**config.mk**
```make
export PLATFORM = sky130hd
export DESIGN_NAME = lmqs_out_q
export DESIGN_NICKNAME = d
export VERILOG_FILES = /design/src/lmqs_pkg.sv /design/src/lmqs_out_q.sv
export SDC_FILE = /design/constraint.sdc
export NUM_CORES = 1
export LEC_CHECK = 0
export BUFFER_PORTS_ARGS = -buffer_cell sky130_fd_sc_hd__buf_4
export CORE_ASPECT_RATIO = 0.75
export CORE_MARGIN = 4
export CORE_UTILIZATION = 56
export CTS_CLUSTER_DIAMETER = 150
export DETAILED_ROUTE_END_ITERATION = 6
export PLACE_DENSITY = 0.94
export RECOVER_POWER = 25
export SYNTH_ARGS = -nofsm -noshare
export SYNTH_HDL_FRONTEND = slang
export SYNTH_SLANG_ARGS = --single-unit
```
**constraint.sdc**
```tcl
create_clock -name clk -period 8.84 [get_ports clk]
set_input_delay 0.884 -clock clk [delete_from_list [all_inputs] [get_ports clk]]
set_output_delay 0.884 -clock clk [all_outputs]
set_load 0.005 [all_outputs]
```
**src/lmqs_pkg.sv**
```systemverilog
// lmqs_pkg: shared constants, types and address helpers for the quarter-scan driver
// depends on: nothing
// used by: lmqs_front, lmqs_back, lmqs_out_q, led_matrix_quarter_scan_driver_top
package lmqs_pkg;

    // panel geometry
    localparam int BYTES_PER_ROW  = 8;
    localparam int PANELS_CHAINED = 2;
    localparam int ROWS_PER_BANK  = 16;
    localparam int BANK_BYTES     = 128;

    localparam int NUM_BANKS      = 8;
    localparam int NUM_QUARTERS   = 4;
    localparam int NUM_SCAN_ROWS  = 4;
    localparam int QUARTER_STRIDE = 16 * PANELS_CHAINED;
    localparam int GROUPS         = NUM_QUARTERS * BYTES_PER_ROW;

    // widths
    localparam int ADDR_W  = $clog2(BANK_BYTES);
    localparam int BANK_W  = $clog2(NUM_BANKS);
    localparam int QTR_W   = $clog2(NUM_QUARTERS);
    localparam int GRP_W   = $clog2(GROUPS);
    localparam int ROW_W   = $clog2(NUM_SCAN_ROWS);
    localparam int CALC_W  = 12;
    localparam int LANES_W = 8 * NUM_BANKS;

    // classified request as it sits in the queue between front and back
    typedef struct packed {
        logic              is_tick;
        logic              in_range;
        logic [ADDR_W-1:0] row;
        logic [BANK_W-1:0] lane;
        logic [7:0]        mask;
        logic              on;
    } op_t;

    // one result group
    typedef struct packed {
        logic [LANES_W-1:0] lanes;
        logic [ROW_W-1:0]   row_sel;
        logic               last;
    } out_item_t;

    // back-end sequencer states
    typedef enum logic [1:0] {
        S_IDLE,
        S_WRITE,
        S_SCAN
    } back_state_t;

    // frame store address of one group of a scan tick
    function automatic logic [CALC_W-1:0] scan_addr(
        input logic [GRP_W-1:0] grp,
        input logic [ROW_W-1:0] row
    );
        logic [CALC_W-1:0] q;
        logic [CALC_W-1:0] i;
        logic [CALC_W-1:0] r;
        q = CALC_W'(NUM_QUARTERS - 1) - CALC_W'(grp[QTR_W-1:0]);
        i = CALC_W'(grp >> QTR_W);
        r = CALC_W'(row);
        return q * CALC_W'(QUARTER_STRIDE) + i + r * CALC_W'(BYTES_PER_ROW);
    endfunction

endpackage

```
**src/lmqs_out_q.sv**
```systemverilog
// lmqs_out_q: two-entry result queue between the back end and the output ports
// depends on: lmqs_pkg
module lmqs_out_q (
    input  logic                clk,
    input  logic                rst_n,
    input  logic                in_push,
    input  lmqs_pkg::out_item_t in_item,
    output logic                in_full,
    input  logic                pop,
    output logic                empty,
    output lmqs_pkg::out_item_t out_item
);
    import lmqs_pkg::*;

    out_item_t  slot_reg [2];
    logic       wr_ptr_reg, wr_ptr_next;
    logic       rd_ptr_reg, rd_ptr_next;
    logic [1:0] count_reg, count_next;
    logic       do_push;
    logic       do_pop;

    // pointer and count update
    always_comb
    begin
        in_full     = (count_reg == 2'd2);
        empty       = (count_reg == 2'd0);
        out_item    = slot_reg[rd_ptr_reg];
        do_push     = in_push && !in_full;
        do_pop      = pop && !empty;
        wr_ptr_next = do_push ? ~wr_ptr_reg : wr_ptr_reg;
        rd_ptr_next = do_pop ? ~rd_ptr_reg : rd_ptr_reg;
        count_next  = count_reg + 2'(do_push) - 2'(do_pop);
    end

    always_ff @(posedge clk or negedge rst_n)
    begin
        if (!rst_n)
        begin
            wr_ptr_reg <= 1'b0;
            rd_ptr_reg <= 1'b0;
            count_reg  <= 2'd0;
        end
        else
        begin
            wr_ptr_reg <= wr_ptr_next;
            rd_ptr_reg <= rd_ptr_next;
            count_reg  <= count_next;
        end
    end

    // storage
    always_ff @(posedge clk)
    begin
        if (do_push)
        begin
            slot_reg[wr_ptr_reg] <= in_item;
        end
    end

endmodule

```
Word level (Yosys, flattened, before mapping). Memories as Yosys holds them, arrays and structs flattened. Index checks and enable logic that the tools add are counted.

Register bits: 4. RAM bits: 134. Word-level logic and storage cells: 16. Memories: 1.

Memories: slot_reg (depth 2, width 67, rd ports 1, clocked after memory_dff 0, wr ports 1, RTL line lmqs_out_q.sv:15) `out_item_t slot_reg [2];`.

Add/sub/neg operators: 2. Equality and inequality tests: 1. Mux-type cells: 2. Bitwise gates (word level): 2. Reduce and logical (&&, ||, !) cells: 5.

Operator list (count): 2-bit by 1-bit adder with 2-bit output (1); 2-bit equality test, second input constant (1); 1-bit logical AND (2); 1-bit logical NOT (2); 2-bit logical NOT (1); 1-bit 2-to-1 mux (2); 1-bit inverter (2); 2-bit by 1-bit subtractor with 2-bit output (1).

Longest topological paths before layout.
Depth after elaboration: 5. Gate-level depth with buffers: 7. Depth with buffers taken out: 7.

Worst setup path after synthesis. No wires, ideal clock.

Kind: in2reg. Start point: input port in_push. End point: memory slot_reg[0][0] (netlist bit), enable pin. Library setup time: 0.492 ns. Arrival: 3.778 ns. Required time: 8.348 ns. Setup slack: 4.570 ns. Cell stages on the path: 2. Path through: nand2_1 > nor2_1.

Cells in the longest elaborated chain, start to end: 3.

Ends and longest elaborated chain: start, declared (RTL line lmqs_out_q.sv:6) `input logic in_push,`; 1-bit logical AND (RTL line lmqs_out_q.sv:28) `do_push = in_push && !in_full;`; 1-bit 2-to-1 mux (RTL line lmqs_out_q.sv:54) `if (do_push)`; 1-bit 2-to-1 mux (not written as such) (RTL line lmqs_out_q.sv:56) `slot_reg[wr_ptr_reg] <= in_item;`; end, declared (RTL line lmqs_out_q.sv:15).

No other way between the ends.

==> reports/qor.txt <==
Crit path max fanout: 68
Post-synthesis register bit count: 138
Area contributors post-synth: edfxtp_1, mux2_2, mux2_4
Synth Area in Adders: 0.00488
Max stage delay on crit path: 1.07 ns
Clock Power Share: 0.318
Vias in the first global route: 2873
Nets: 452
Core Area: 0.00867 mm²
XOR/XNOR share of the synthesized area: 0.00684
Post-Syn Nets: 300
Sw power: 580 µW
Total CTS buffers: 17
Slew HR: 0.335
Clock buffer depth: 2
CTS clk-pin slew, worst paths: 0.06 ns
Global-route wire length before repair: 14800 µm
Internal Pwr Total: 1.77 mW
Largest net degree at the start of global routing: 69
Final setup margin: 5.84 ns
Max Freq: 0.334 GHz
Sequential share of the synthesized area: 0.805
Vias: 2636
Slowest CP cell: dfrtp_4
Power Dens Cells: 342 mW/mm²
Lkg Pwr: 2.64 nW
Worst path cell trace: mux2_2 > buf_4
Die span in x: 118 µm
Initial Util: 0.591
Max-Cap Viols: 0
DRC: 0
Post-Synthesis Cells: 227
# hold bufs at CTS: 0
Total count of hold-check failures in the final report: 0
PostCTS Resize Cnt: 0
Crit path required time: 7.96 ns
Final wirelength: 9390 µm
Simple-Gate Fraction of Synth Area: 0.00586
Largest family of logic cells by synthesized area: multiplexers
Setup crit start: rd_ptr_reg
Largest register FFs: 134
Die Area: 0.0108 mm²
P&R area growth vs syn: 33.8%
Wire per inst: 18.8 µm
Status: finished clean
IO buf count: 139
Post-synthesis mux area share: 0.162
Commonest non-fill, non-tap cell in the layout: edfxtp_1
Slew @ Worst Pin: 0.997 ns
Logic pwr share: 0.256
WP buf/inv: 1
ANT nets after route: 0
Final setup vio count: 0
Worst skew pair latency: 0.40 ns
Number of vias per cell: 5.27
H-tree depth: 4
Gpl congestion: 0.712
Clock Skews: 0.00701 ns
Fin crit period: 3.00 ns
Top-area cell type share of the netlist area: 0.785
HPWL after DPL: 6140 µm
Antenna cells: 0
Synth warnings: 0
Crit Path Class: reg -> out
Final Cycle Share: 0.339
Synth Area in Compound Gates: 0
RSZ-0062 raised after global routing: no
Post-synth top area cell: edfxtp_1
Worst IR Drop VDD: 0.187 mV
Commonest cells after routing, fill and taps aside: edfxtp_1, buf_4, mux2_2
CTS tree: yes
Initial antenna violation count: 0
Mapped cell area: 0.00512 mm²
Die height: 90.8 µm
Root Driver: clkbuf_16
CP delay by family, top: flip-flops
Setup tns final: 0 ns
Startpoint class of the critical path: register
Netlist cell types: 16
CP Capture Type: primary output
Total GRT Usage: 0.182
Setup bufs post-CTS: 0
DR iter-0 viols: 123
Final slew viol count: 0
TritonCTS Sinks: 138
Rows: 29
Hold/Removal Path Class: in -> async
Switching part of the total power: 0.247
Avg Inst Size Synth: 22.6 µm²
Boundary Pins: 140
Total Power Consumption: 2.35 mW
Gr ovfl total: 0
FF-to-FF Start: count_reg[0]
CP Data Arrival Time: 2.11 ns
First-pass iteration count of the detailed router: 4
Layout cell share with drive strength beyond 1: 0.587
Seq pwr share: 0.427
Pre-CTS setup slack: 6.20 ns
metrics by stage:
stage | area [µm²] | cells | hold slack [ns] | util
final | 6860 | 500 | 0.320 | 0.791
after global routing | 6860 | 500 | 0.327 | 0.791
after CTS | 6890 | 500 | 0.250 | 0.795
after detailed placement | 6260 | 468 | 0.490 | 0.722
after global placement | 6260 | 468 | 0.491 | 0.722
after floorplan | 5120 | 227 | 0.461 | -
area by class of cell:
class	count	area (µm²)
clock buffer	19	433
clock inverter	13	200
fill	447	1820
inverter	2	7.51
multi-input combinational	79	928
sequential	138	4130
tap	108	135
timing repair buffer	141	1020
power by group through the flow:
stage	logic, mW	registers (mW)	clock network, mW
floorplan	0.386	0.945	0
global placement	0.599	1.01	0
detailed placement	0.612	1.02	0
CTS	0.617	1.01	0.757
global route	0.651	1.02	0.787
finish	0.601	1.00	0.746
routing by layer:
layer / wire length [µm] / track usage
met4: 127 / 0.0839
met2: 4710 / 0.294
met1: 3730 / 0.211
met5: 0 / 0
met3: 824 / 0.0808
worst reg2reg max path: cells and delay by family, from the launching register on:
family        cells  cell delay [ns]
flops             1             0.37
simple gates      2             0.87
buf+inv           1             0.54
worst paths after layout:
kind	end	slack [ns]	depth (start not counted)
worst max-delay path	out_item[13]	5.84	2
worst min-delay path	count_reg[1]	0.32	1
worst min register to register	count_reg[1]	0.50	1
worst max register to register	slot_reg[1][28]	6.69	3
min in group clk	count_reg[1]	0.50	1
max in group asynchronous	rd_ptr_reg	8.28	1
kinds of logic after synthesis:
logic type | after synthesis
buffers and inverters | 10
multiplexers | 67
XOR/XNOR | 4
flip-flops | 138
AND/OR/NAND/NOR | 6
adder cells (fa/ha/maj) | 2
cell usage after synthesis:
library cell / count
edfxtp_1: 134
mux2_2: 47
mux2_4: 20
buf_2: 4
dfrtp_1: 4
xnor2_1: 3
buf_6: 2
buf_8: 2
ha_1: 2
inv_1: 2
nor2_1: 2
and3_1: 1
nand2_1: 1
nand2b_1: 1
nor2b_1: 1
xor2_1: 1
(Power assumes the default switching activity.)
